**config.mk**
```make
export PLATFORM = sky130hd
export DESIGN_NAME = bezier_easing_curve_table_top
export DESIGN_NICKNAME = d
export VERILOG_FILES = /design/src/rtl/bect_pkg.sv /design/src/rtl/bezier_easing_curve_table_top.sv
export SDC_FILE = /design/constraint.sdc
export NUM_CORES = 2
export LEC_CHECK = 0
export ABC_AREA = 1
export BUFFER_PORTS_ARGS = -buffer_cell sky130_fd_sc_hd__buf_4
export CAP_MARGIN = 20
export CORE_MARGIN = 5
export CORE_UTILIZATION = 35
export CTS_CLUSTER_SIZE = 8
export DETAILED_ROUTE_END_ITERATION = 8
export RECOVER_POWER = 25
export SYNTH_ARGS = -nofsm -noshare
export SYNTH_HDL_FRONTEND = slang
export SYNTH_SLANG_ARGS = --single-unit
```
**constraint.sdc**
```tcl
create_clock -name i_clk -period 16.8 [get_ports i_clk]
set_clock_uncertainty 0.15 [all_clocks]
set_input_delay 1.68 -clock i_clk [delete_from_list [all_inputs] [get_ports i_clk]]
set_output_delay 1.68 -clock i_clk [all_outputs]
set_load 0.05 [all_outputs]
```
**src/rtl/bect_pkg.sv**
```systemverilog
`default_nettype none
// ----------------------------------------------------------------------------
// bect_pkg
// Shared constants and helpers for the cubic Bezier easing curve table.
// ----------------------------------------------------------------------------
package bect_pkg;

    localparam int DEF_TABLE_DIVISIONS  = 16;
    localparam int DEF_MAX_SOLVE_PASSES = 32;

    localparam int CTRL_W = 7;
    localparam int POS_W  = 17;
    localparam int IDX_W  = 2;

    // Register indexes on the configuration port
    localparam logic [IDX_W-1:0] REG_X1 = 2'd0;
    localparam logic [IDX_W-1:0] REG_Y1 = 2'd1;
    localparam logic [IDX_W-1:0] REG_X2 = 2'd2;
    localparam logic [IDX_W-1:0] REG_Y2 = 2'd3;

    localparam logic [CTRL_W-1:0] RST_X1 = 7'd20;
    localparam logic [CTRL_W-1:0] RST_Y1 = 7'd20;
    localparam logic [CTRL_W-1:0] RST_X2 = 7'd107;
    localparam logic [CTRL_W-1:0] RST_Y2 = 7'd107;

    localparam logic [POS_W-1:0] Q_ONE = 17'd65536;

    // Solver value widths
    localparam int ACC_W = 26;
    localparam int T_W   = 19;
    localparam int MUL_W = 24;
    localparam int PRD_W = 2 * MUL_W;

    localparam logic signed [ACC_W-1:0] SOLVE_TOL = 26'sd7;
    localparam logic signed [T_W-1:0]   T_MIN     = -19'sd65536;
    localparam logic signed [T_W-1:0]   T_MAX     = 19'sd131072;

    // Bernstein weight 3*c/127 in Q16, rounded to nearest.
    // 196608 = 127*1548 + 12, so the weight is 1548*c plus (12*c + 63)/127,
    // and that small quotient comes from a multiply by 2065 and a shift by 18.
    function automatic logic [17:0] weight_of(input logic [CTRL_W-1:0] c);
        logic [10:0] part;
        logic [22:0] quo;
        part = 11'(c) * 11'd12 + 11'd63;
        quo  = 23'(part) * 23'd2065;
        return 18'(c) * 18'd1548 + 18'(quo[22:18]);
    endfunction

    // Q16 rounding of a signed product, halves away from zero
    function automatic logic signed [ACC_W-1:0] qround(input logic signed [PRD_W-1:0] p);
        logic [PRD_W-1:0] mag;
        logic [PRD_W-1:0] sh;
        mag = p[PRD_W-1] ? PRD_W'(-p) : PRD_W'(p);
        sh  = (mag + PRD_W'(32768)) >> 16;
        return p[PRD_W-1] ? -$signed(sh[ACC_W-1:0]) : $signed(sh[ACC_W-1:0]);
    endfunction

endpackage
`default_nettype wire

```
**src/rtl/bezier_easing_curve_table_top.sv**
```systemverilog
`default_nettype none
// ----------------------------------------------------------------------------
// bezier_easing_curve_table_top
// Cubic Bezier easing curve, Q1.16 position in, Q1.16 eased value out.
// ----------------------------------------------------------------------------
// A query on a straight curve (x1==y1, x2==y2) returns the position capped at one;
// a position at or above one reads only the last table entry; any other takes two
// table reads through the single memory read port and two products on the
// shared multiplier. After each configuration write that leaves the curve
// curved the block rebuilds its table and holds o_in_stall high meanwhile:
// first the end entries, then per inner sample up to MAX_SOLVE_PASSES+1
// curve evaluations of 8 multiply/round steps each.
// ----------------------------------------------------------------------------
module bezier_easing_curve_table_top #(
    parameter int TABLE_DIVISIONS  = bect_pkg::DEF_TABLE_DIVISIONS,
    parameter int MAX_SOLVE_PASSES = bect_pkg::DEF_MAX_SOLVE_PASSES
) (
    input  wire                          i_clk,
    input  wire                          i_rst_n,
    input  wire                          i_cfg_we,
    input  wire [bect_pkg::IDX_W-1:0]    i_cfg_index,
    input  wire [bect_pkg::CTRL_W-1:0]   i_cfg_data,
    input  wire                          i_in_valid,
    output logic                         o_in_stall,
    input  wire [bect_pkg::POS_W-1:0]    i_position,
    output logic                         o_out_valid,
    input  wire                          i_out_stall,
    output logic [bect_pkg::POS_W-1:0]   o_eased_value
);

    localparam int AW     = $clog2(TABLE_DIVISIONS + 1);
    localparam int PW     = $clog2(MAX_SOLVE_PASSES + 1);
    localparam int RW     = $clog2(TABLE_DIVISIONS) + 1;
    localparam int DEPTH  = TABLE_DIVISIONS + 1;
    localparam int XSTEP_Q = 65536 / TABLE_DIVISIONS;
    localparam int XSTEP_R = 65536 % TABLE_DIVISIONS;
    localparam int SC_W   = 16 + AW;

    localparam logic [AW-1:0] LAST_IDX = AW'(TABLE_DIVISIONS);
    localparam logic [AW-1:0] PRE_LAST = AW'(TABLE_DIVISIONS - 1);
    localparam logic [PW-1:0] PASS_END = PW'(MAX_SOLVE_PASSES - 1);
    localparam logic [RW-1:0] REM_STEP = RW'(XSTEP_R);
    localparam logic [RW-1:0] REM_DIV  = RW'(TABLE_DIVISIONS);
    localparam logic [16:0]   X_STEP   = 17'(XSTEP_Q);

    typedef enum logic [3:0] {
        S_IDLE, S_QRA, S_QRB, S_QM1, S_QM2, S_QM3, S_OUT,
        S_BINIT0, S_BINIT1, S_BMUL, S_BRND, S_BEVAL
    } t_state;

    t_state r_state;

    logic [bect_pkg::CTRL_W-1:0] r_x1, r_y1, r_x2, r_y2;
    logic [bect_pkg::CTRL_W-1:0] n_x1, n_y1, n_x2, n_y2;
    logic                        cfg_hit;

    logic [bect_pkg::POS_W-1:0]  mem [DEPTH];
    logic [bect_pkg::POS_W-1:0]  r_rd;
    logic [AW-1:0]               rd_addr;
    logic                        mem_we;
    logic [AW-1:0]               mem_wa;
    logic [bect_pkg::POS_W-1:0]  mem_wd;

    // query registers
    logic [AW-1:0]               r_idx;
    logic [15:0]                 r_frac;
    logic                        r_last;
    logic [bect_pkg::POS_W-1:0]  r_a;
    logic [33:0]                 r_sum;
    logic [bect_pkg::POS_W-1:0]  r_res;

    // solver registers
    logic signed [bect_pkg::T_W-1:0]   r_t;
    logic signed [bect_pkg::ACC_W-1:0] r_q, r_acc;
    logic [2:0]                        r_step;
    logic [PW-1:0]                     r_pass;
    logic                              r_ymode;
    logic [AW-1:0]                     r_i;
    logic [16:0]                       r_x;
    logic [RW-1:0]                     r_rem;

    logic signed [bect_pkg::PRD_W-1:0] r_prod;
    logic signed [bect_pkg::MUL_W-1:0] m_a, m_b;

    logic                        straight;
    logic [bect_pkg::POS_W-1:0]  pos_sat;
    logic [SC_W-1:0]             scaled;
    logic signed [bect_pkg::T_W-1:0]   inv;
    logic signed [bect_pkg::MUL_W-1:0] w1, w2;
    logic signed [bect_pkg::ACC_W-1:0] rnd_v, err, half, y_v;
    logic signed [bect_pkg::ACC_W:0]   nt_w;
    logic signed [bect_pkg::T_W-1:0]   nt;
    logic [RW-1:0]                     rem_sum;
    logic [16:0]                       x_next;
    logic [RW-1:0]                     rem_next;

    // configuration next values
    always_comb begin
        n_x1 = r_x1;
        n_y1 = r_y1;
        n_x2 = r_x2;
        n_y2 = r_y2;
        cfg_hit = i_cfg_we;
        if (i_cfg_we) begin
            unique case (i_cfg_index)
                bect_pkg::REG_X1: n_x1 = i_cfg_data;
                bect_pkg::REG_Y1: n_y1 = i_cfg_data;
                bect_pkg::REG_X2: n_x2 = i_cfg_data;
                bect_pkg::REG_Y2: n_y2 = i_cfg_data;
                default:          cfg_hit = 1'b0;
            endcase
        end
    end

    assign straight = (r_x1 == r_y1) && (r_x2 == r_y2);
    assign pos_sat  = (i_position > bect_pkg::Q_ONE) ? bect_pkg::Q_ONE : i_position;
    assign scaled   = SC_W'(pos_sat) * SC_W'(TABLE_DIVISIONS);

    assign inv = bect_pkg::T_W'(19'sd65536 - r_t);
    assign w1  = $signed(bect_pkg::MUL_W'(bect_pkg::weight_of(r_ymode ? r_y1 : r_x1)));
    assign w2  = $signed(bect_pkg::MUL_W'(bect_pkg::weight_of(r_ymode ? r_y2 : r_x2)));

    // shared multiplier operand select
    always_comb begin
        m_a = bect_pkg::MUL_W'(r_q);
        m_b = bect_pkg::MUL_W'(r_t);
        priority if (r_state == S_QM1) begin
            m_a = $signed(bect_pkg::MUL_W'(r_a));
            m_b = $signed(bect_pkg::MUL_W'(bect_pkg::Q_ONE - {1'b0, r_frac}));
        end else if (r_state == S_QM2) begin
            m_a = $signed(bect_pkg::MUL_W'(r_rd));
            m_b = $signed(bect_pkg::MUL_W'({1'b0, r_frac}));
        end else begin
            unique case (r_step)
                3'd0: begin m_a = bect_pkg::MUL_W'(inv); m_b = bect_pkg::MUL_W'(inv); end
                3'd1: begin m_a = bect_pkg::MUL_W'(r_q); m_b = bect_pkg::MUL_W'(r_t); end
                3'd2: begin m_a = bect_pkg::MUL_W'(r_q); m_b = w1;                    end
                3'd3: begin m_a = bect_pkg::MUL_W'(inv); m_b = bect_pkg::MUL_W'(r_t); end
                3'd4: begin m_a = bect_pkg::MUL_W'(r_q); m_b = bect_pkg::MUL_W'(r_t); end
                3'd5: begin m_a = bect_pkg::MUL_W'(r_q); m_b = w2;                    end
                3'd6: begin m_a = bect_pkg::MUL_W'(r_t); m_b = bect_pkg::MUL_W'(r_t); end
                default: begin m_a = bect_pkg::MUL_W'(r_q); m_b = bect_pkg::MUL_W'(r_t); end
            endcase
        end
    end

    assign rnd_v = bect_pkg::qround(r_prod);
    assign err   = r_acc - $signed({{(bect_pkg::ACC_W-17){1'b0}}, r_x});
    assign half  = (err + $signed(bect_pkg::ACC_W'(err[bect_pkg::ACC_W-1]))) >>> 1;
    assign nt_w  = (bect_pkg::ACC_W+1)'(r_t) - (bect_pkg::ACC_W+1)'(half);

    always_comb begin
        if (nt_w < (bect_pkg::ACC_W+1)'(bect_pkg::T_MIN)) begin
            nt = bect_pkg::T_MIN;
        end else if (nt_w > (bect_pkg::ACC_W+1)'(bect_pkg::T_MAX)) begin
            nt = bect_pkg::T_MAX;
        end else begin
            nt = bect_pkg::T_W'(nt_w);
        end
    end

    always_comb begin
        if (r_acc < 0) begin
            y_v = '0;
        end else if (r_acc > 26'sd65536) begin
            y_v = 26'sd65536;
        end else begin
            y_v = r_acc;
        end
    end

    // advance sample x by 65536/DIVISIONS, carrying the remainder
    assign rem_sum = r_rem + REM_STEP;
    always_comb begin
        if (rem_sum >= REM_DIV) begin
            x_next   = r_x + X_STEP + 17'd1;
            rem_next = rem_sum - REM_DIV;
        end else begin
            x_next   = r_x + X_STEP;
            rem_next = rem_sum;
        end
    end

    // memory port control
    always_comb begin
        mem_we  = 1'b0;
        mem_wa  = r_i;
        mem_wd  = bect_pkg::POS_W'(y_v);
        rd_addr = r_last ? LAST_IDX : r_idx;
        unique case (r_state)
            S_BINIT0: begin mem_we = 1'b1; mem_wa = '0;       mem_wd = '0;             end
            S_BINIT1: begin mem_we = 1'b1; mem_wa = LAST_IDX; mem_wd = bect_pkg::Q_ONE; end
            S_BEVAL:  mem_we = r_ymode;
            // hold the upper entry on the read port until the second product
            S_QRB, S_QM1: rd_addr = r_last ? LAST_IDX : r_idx + AW'(1);
            default:  ;
        endcase
    end

    always_ff @(posedge i_clk) begin
        if (mem_we) begin
            mem[mem_wa] <= mem_wd;
        end
        r_rd <= mem[rd_addr];
    end

    always_ff @(posedge i_clk) begin
        r_prod <= m_a * m_b;
        if (!i_rst_n) begin
            r_state     <= S_IDLE;
            r_x1        <= bect_pkg::RST_X1;
            r_y1        <= bect_pkg::RST_Y1;
            r_x2        <= bect_pkg::RST_X2;
            r_y2        <= bect_pkg::RST_Y2;
            o_out_valid <= 1'b0;
            r_step      <= '0;
            r_pass      <= '0;
            r_ymode     <= 1'b0;
            r_i         <= '0;
        end else begin
            if (o_out_valid && !i_out_stall && (cfg_hit || r_state != S_OUT)) begin
                o_out_valid <= 1'b0;
            end
            // a register write restarts the table build, or goes idle if the new curve is straight
            if (cfg_hit) begin
                r_x1 <= n_x1;
                r_y1 <= n_y1;
                r_x2 <= n_x2;
                r_y2 <= n_y2;
                r_state <= ((n_x1 == n_y1) && (n_x2 == n_y2)) ? S_IDLE : S_BINIT0;
            end else begin
                unique case (r_state)
                    S_IDLE: begin
                        if (i_in_valid) begin
                            r_idx  <= scaled[SC_W-1:16];
                            r_frac <= scaled[15:0];
                            r_last <= (scaled[SC_W-1:16] >= LAST_IDX);
                            r_res  <= pos_sat;
                            r_state <= straight ? S_OUT : S_QRA;
                        end
                    end
                    S_QRA: r_state <= S_QRB;
                    S_QRB: begin
                        r_a <= r_rd;
                        if (r_last) begin
                            r_res   <= r_rd;
                            r_state <= S_OUT;
                        end else begin
                            r_state <= S_QM1;
                        end
                    end
                    S_QM1: r_state <= S_QM2;
                    S_QM2: begin
                        r_sum   <= 34'(r_prod);
                        r_state <= S_QM3;
                    end
                    S_QM3: begin
                        r_res   <= bect_pkg::POS_W'((r_sum + 34'(r_prod) + 34'd32768) >> 16);
                        r_state <= S_OUT;
                    end
                    S_OUT: begin
                        // hold until the output register frees up
                        if (!o_out_valid || !i_out_stall) begin
                            o_eased_value <= r_res;
                            o_out_valid   <= 1'b1;
                            r_state       <= S_IDLE;
                        end
                    end
                    S_BINIT0: r_state <= S_BINIT1;
                    S_BINIT1: begin
                        r_i     <= AW'(1);
                        r_x     <= X_STEP;
                        r_rem   <= REM_STEP;
                        r_t     <= bect_pkg::T_W'(X_STEP);
                        r_pass  <= '0;
                        r_ymode <= 1'b0;
                        r_step  <= '0;
                        r_state <= S_BMUL;
                    end
                    S_BMUL: r_state <= S_BRND;
                    S_BRND: begin
                        unique case (r_step)
                            3'd2:       r_acc <= rnd_v;
                            3'd5, 3'd7: r_acc <= r_acc + rnd_v;
                            default:    r_q   <= rnd_v;
                        endcase
                        r_step  <= r_step + 3'd1;
                        r_state <= (r_step == 3'd7) ? S_BEVAL : S_BMUL;
                    end
                    S_BEVAL: begin
                        if (!r_ymode) begin
                            r_state <= S_BMUL;
                            if (err > -bect_pkg::SOLVE_TOL && err < bect_pkg::SOLVE_TOL) begin
                                r_ymode <= 1'b1;
                            end else begin
                                r_t    <= nt;
                                r_pass <= r_pass + PW'(1);
                                if (r_pass == PASS_END) begin
                                    r_ymode <= 1'b1;
                                end
                            end
                        end else if (r_i == PRE_LAST) begin
                            r_state <= S_IDLE;
                        end else begin
                            r_state <= S_BMUL;
                            r_i     <= r_i + AW'(1);
                            r_x     <= x_next;
                            r_rem   <= rem_next;
                            r_t     <= bect_pkg::T_W'(x_next);
                            r_pass  <= '0;
                            r_ymode <= 1'b0;
                        end
                    end
                    default: r_state <= S_IDLE;
                endcase
            end
        end
    end

    assign o_in_stall = (r_state != S_IDLE);

endmodule
`default_nettype wire

```
# Word level (Yosys, flattened, before mapping)
# Memories as Yosys holds them, arrays and structs flattened. A register that Yosys moved wholly into a read port is not among the register bits.
# Index checks and enable logic that the tools add are counted.
# Widths: inputs -> output; s select.
[classes]
n_addsub = 22
n_mul = 7
order_cmp = 9
eq_ne = 35
muxes = 75
bitwise = 2
n_reduce_logical = 37
[ops]
columns = ["cell", "n"]
rows = [
  ["$mux 17", 8],
  ["$mux 24", 4],
  ["$mux 19", 5],
  ["$pmux 24 s3", 1],
  ["$mux 7", 10],
  ["$pmux 17 s2", 2],
  ["$pmux 26 s2", 1],
  ["$pmux 17 s3", 1],
  ["$mul 24x24->48", 1],
  ["$pmux 24 s2", 1],
  ["$pmux 4 s12", 1],
  ["$mul 11x12->23 const B", 2],
  ["$add 42x16->42 const B", 1],
  ["$mux 42", 1],
  ["$neg 42->42", 1],
  ["$mux 5", 8],
  ["$pmux 19 s2", 1],
  ["$add 18x5->18", 2],
  ["$add 33x16->33 const B", 1],
  ["$add 33x33->33", 1],
  ["$mul 7x9->16 const B", 2],
  ["$pmux 5 s2", 3],
  ["$eq 7x7->1", 4],
  ["$add 26x2->26", 1],
  ["other kinds (61)", 124],
]
[totals]
register_bits = 289
ram_bits = 289
out_inout_bits = 19
elab_cells = 211
n_memories = 1
[memory_table]
columns = ["memory", "words", "width", "read_ports", "rd_ports_with_merged_regs", "wr", "line", "source"]
rows = [
  ["mem", 17, 17, 1, 1, 1, "bezier_easing_curve_table_top.sv:57", "logic [bect_pkg::POS_W-1:0] mem [DEPTH];"],
]

# Depth between registers and ports, before layout
[depth]
word_depth = 9
mapped_depth = 80
mapped_depth_nobuf = 77

# Least setup slack after synthesis
# Ideal clock, no wire load.
[synth_timing]
kind = "reg-to-reg"
startpoint = "reg r_ymode"
endpoint = "reg r_prod[41] in the netlist's numbering"
setup_ns = 0.072
arrival_ns = 12.506
required_ns = 16.578
path_slack_ns = 4.072
stages_incl_launch_ff = 71
n_path_buf = 4
period_less_slack_ns = 12.728
cell_sequence = "dfxtp_1 > buf_2 > clkbuf_1 > clkbuf_1 > nand2_1 > o21ai_0 > inv_1 > ha_1 > fa_1 > a31o_2 > xor2_1 > inv_1 > nor2_1 > and2_1 > nand2_1 > xor2_1 > inv_1 > ha_1 > [... 35 more ...] > inv_1 > fa_1 > inv_1 > fa_1 > fa_1 > inv_1 > fa_1 > inv_1 > ha_1 > nand2_1 > nor4_1 > nand3_1 > o221ai_1 > nand2_1 > o211ai_1 > nand2_1 > o21ai_0 > xor2_1"
[synth_between]
elab_chain_len = 9
elab_cells_between_ends = 16
[synth_lines]
columns = ["item", "line", "source"]
rows = [
  ["start: declaration", "bezier_easing_curve_table_top.sv:77", "logic r_ymode;"],
  ["start signal: assignment", "bezier_easing_curve_table_top.sv:218", "r_ymode <= 1'b0;"],
  ["start signal: assignment", "bezier_easing_curve_table_top.sv:276", "r_ymode <= 1'b0;"],
  ["start signal: assignment", "bezier_easing_curve_table_top.sv:294", "r_ymode <= 1'b1;"],
  ["$mux 7 (on tied branches)", "bezier_easing_curve_table_top.sv:121, bezier_easing_curve_table_top.sv:120", ""],
  ["$mul 7x2->9", "bect_pkg.sv:44", "part = 11'(c) * 11'd12 + 11'd63;"],
  ["$add 11x6->11", "bect_pkg.sv:44", ""],
  ["$mul 11x12->23", "bect_pkg.sv:45", "quo = 23'(part) * 23'd2065;"],
  ["$add 18x5->18", "bect_pkg.sv:46", "return 18'(c) * 18'd1548 + 18'(quo[22:18]);"],
  ["$pmux 24 s3 (*)", "bezier_easing_curve_table_top.sv:134", "unique case (r_step)"],
  ["$mux 24 (*)", "bezier_easing_curve_table_top.sv:130", "end else if (r_state == S_QM2) begin"],
  ["$mux 24 (*)", "bezier_easing_curve_table_top.sv:127", "priority if (r_state == S_QM1) begin"],
  ["$mul 24x24->48 (*)", "bezier_easing_curve_table_top.sv:208", "r_prod <= m_a * m_b;"],
  ["end signal: assignment", "bezier_easing_curve_table_top.sv:208", ""],
  ["end: declaration", "bezier_easing_curve_table_top.sv:82", "logic signed [bect_pkg::PRD_W-1:0] r_prod;"],
]
# Every way passes the cells marked *; elsewhere a longest branch is shown, timed or not.
# A chain may end at the register's enable or synchronous reset.

# Worst setup path in the final report
[layout_timing]
startpoint = "reg r_ymode"
endpoint = "reg r_prod[47] in the netlist's numbering"
# The elaborated chain is that of the path after synthesis.

==> impl_metrics.env <==
export IMPL_rsz0062_at_grt="false"
export IMPL_final_cell_mix="1324 x inv_1, 1223 x nand2_1, 700 x nor2_1, 607 x fa_1, 477 x edfxtp_1"
export IMPL_reg2regPathDepth=55
export IMPL_timing_fmax_mhz=64.09
export IMPL_finalSetupViolCount=0
export IMPL_synth_top_area_share_pct=24.63
export IMPL_start_util_pct=35.22
export IMPL_total_power_mw=10.40
export IMPL_tightest_slew_ns=1.733
export IMPL_port_buffers=49
export IMPL_async_flop_share_pct=0
export IMPL_reg2reg_from="r_ymode$_SDFFE_PN0P_"
export IMPL_netlist_area_mm2=0.05817
export IMPL_final_nets=7965
export IMPL_rows=149
export IMPL_worst_path_largest_cell_delay_ns=0.88
export IMPL_die_w_um=417.7
export IMPL_wl_per_cell_um=19.78
export IMPL_final_setup_tns_ns=0
export IMPL_clockRootBuffer="clkbuf_16"
export IMPL_required_ns=17.17
export IMPL_drcViolationCount=0
export IMPL_crit_type="register to register"
export IMPL_rrSetupSlack_ns=1.20
export IMPL_routed_via_density=5.119
export IMPL_clock_sinks=585
export IMPL_cts_made_buffers=85
export IMPL_grt_pass1_vias=46970
export IMPL_cts_buffer_depth=3
export IMPL_synth_ff_type="edfxtp_1"
export IMPL_final_antenna_net_count=0
export IMPL_cp_end_kind="register"
export IMPL_crit_start="r_ymode$_SDFFE_PN0P_"
export IMPL_drive_gt1_share_pct=6.094
export IMPL_grt_max_degree=93
export IMPL_dr_total_vias=47000
export IMPL_routed_wl_mm=181.6
export IMPL_core_mm2=0.1652
export IMPL_ir_worst_vdd_uv=408.3
export IMPL_syn_inst=6867
export IMPL_grt_pass1_wl_mm=281.0
export IMPL_yosys_warnings=0
export IMPL_drv_slew=37
export IMPL_clk_latency_ns=0.71
export IMPL_h_tree_depth=3
export IMPL_cts_setup_buffers=0
export IMPL_r2r_end="r_prod[47]$_DFF_P_"
export IMPL_yosys_top_cells_area="edfxtp_1 25%, fa_1 21%, ha_1 8.7%"
export IMPL_finalCritPeriodShare_pct=92.88
export IMPL_die_area_mm2=0.1744
export IMPL_area_delta_synth_final_pct=9.925
export IMPL_yosys_area_top_type="edfxtp_1"
export IMPL_cpMaxStageDelayCell="dfxtp_1"
export IMPL_ys_seq_elements=585
export IMPL_regArea_mm2=0.01649
export IMPL_failed_checks="max-capacitance violations, max-slew violations"
export IMPL_period_minus_slack_ns=15.60
export IMPL_dpl_instance_area_mm2=0.06136
export IMPL_ios=50
export IMPL_holdCritPathClass="register to register"
export IMPL_arrival_ns=15.98
export IMPL_status="finished with violations"
export IMPL_synth_edff_count=477
export IMPL_holdPathStages=0
export IMPL_hold_viol=0
export IMPL_overflow=0
export IMPL_cp_max_fo=25
export IMPL_worstSetupStartpointType="register"
export IMPL_drv_cap=1
export IMPL_gp_congestion=0.9596
export IMPL_final_area_mm2=0.06394
export IMPL_fill_cells=16780
export IMPL_grt_total_usage_pct=20.67
export IMPL_final_common_cell="inv_1"
export IMPL_cts_tree="done"
export IMPL_seq_area_frac_synth_pct=28.34
export IMPL_drt_iter0_markers=3886
export IMPL_syn_area_per_cell_um2=8.471
export IMPL_hpwl_mm=142.0
export IMPL_min_to="o_eased_value[1]$_DFFE_PP_"
export IMPL_antenna_found_initial=1
export IMPL_drt_pre_antenna_iters=6
export IMPL_syn_nets=7911
export IMPL_die_h_um=417.7
export IMPL_min_from="r_res[1]$_DFFE_PP_"
export IMPL_clk_pin_slew_ns=0.06
export IMPL_p_per_area_mw_per_mm2=162.6
export IMPL_relSlewSlack_pct=-15.54
export IMPL_power_leakage_nw=28.68
export IMPL_synth_distinct_cells=74
export IMPL_finish_utilization_pct=38.71
export IMPL_multi_input_area_mm2=0.03595
export IMPL_antennaDiodeCount=0
==> cells by family (layout without fill, tap and decap cells) <==
kind of cell             count (synthesis)  in the layout  synth area share, %
flip-flops                             585            585                28.34
AO/OA/AOI/OAI                          918            918                9.265
buffers and inverters                 1533           1657                10.06
XOR/XNOR                               243            243                3.711
AND/OR/NAND/NOR                       2571           2571                18.93
adder cells (fa/ha/maj)               1014           1014                29.64
multiplexers                             3              3              0.05593
==> layer usage <==
metal | vias to the layer above | GRT usage [%] | share of wire, %
li1 | 22110 | - | -
met1 | 23000 | 28.02 | 43
met2 | 1581 | 33.70 | 46
met3 | 308 | 3.134 | 7.1
met4 | 0 | 7.498 | 4.1
met5 | - | 0 | 0
==> how the worst max path moves through the flow <==
stage / end / depth (start not counted)
3_3_place_gp: r_prod[47]$_DFF_P_ / 65
5_1_grt: r_prod[47]$_DFF_P_ / 68
2_1_floorplan: r_prod[41]$_DFF_P_ / 70
4_1_cts: r_prod[47]$_DFF_P_ / 65
3_5_place_dp: r_prod[47]$_DFF_P_ / 65
6_report: r_prod[47]$_DFF_P_ / 55
==> where the power goes <==
part | switching, mW | internal (mW) | total, mW | leakage, nW
registers | 0.135 | 1.75 | 1.88 | 5.08
clock network | 0.687 | 0.974 | 1.66 | 1.23
logic | 4.45 | 2.40 | 6.85 | 22.4
==> what timing repair did <==
action / in CTS / in global routing
endpoints found under the setup margin: 0 / 1
resized for setup: 0 / 1
hold buffers: 0 / 0
==> cells in the mapped netlist, types with 20 or more instances <==
cell and count:
a21oi_1 257, nor2_2 23, nand2_2 33, nor2_1 717, clkbuf_1 122, nand3_1 278, fa_1 607, o21ai_0 357
or2_2 36, o211ai_1 45, xnor2_1 64, nand4_1 91, ha_1 406, dfxtp_1 108, nand3b_1 20, o221ai_1 72
nand2_1 1225, o21ai_1 33, inv_1 1325, buf_2 41, xor2_1 175, a31oi_1 30, o21bai_1 28, nor3_1 60
edfxtp_1 477, nor4_1 24
==> registers in the layout (all words and copies together), names as in the netlist, 3 cells and up <==
register	flops
o_eased_value	17
r_y1	7
r_a	17
r_idx	5
r_i	5
r_acc	26
r_x2	7
r_rd	17
r_q	24
r_frac	12
r_t	19
r_prod	43
r_x	17
mem	289
r_state	4
r_y2	7
r_res	17
r_sum	33
r_step	3
r_x1	7
r_pass	6
==> worst max-delay path, delay by kind of cell, from the launching register on <==
kind                     cells  cell delay [ns]
AO/OA/AOI/OAI                9             3.03
AND/OR/NAND/NOR             15             2.07
flip-flops                   1             0.88
buffers and inverters       11             1.92
adder cells (fa/ha/maj)     16             6.50
XOR/XNOR                     4             0.82
==> cell type report <==
cell class,instances,area share [%]
clock inverter,11,0.3640
sequential,585,25.79
multi-input combinational,4749,56.22
inverter,1350,7.925
timing repair buffer,150,1.685
clock buffer,146,3.734
tap,2189,4.284
==> per-stage QoR <==
stage,worst slack [ns],hold slack [ns],instances
2_1_floorplan,4.072,0.2503,6867
3_3_place_gp,1.476,0.2538,9020
3_5_place_dp,1.343,0.2559,9020
4_1_cts,1.189,0.2686,9177
5_1_grt,0.2780,0.2786,9180
6_report,1.196,0.2653,9180
No activity file was read; power rests on OpenSTA's default activity.
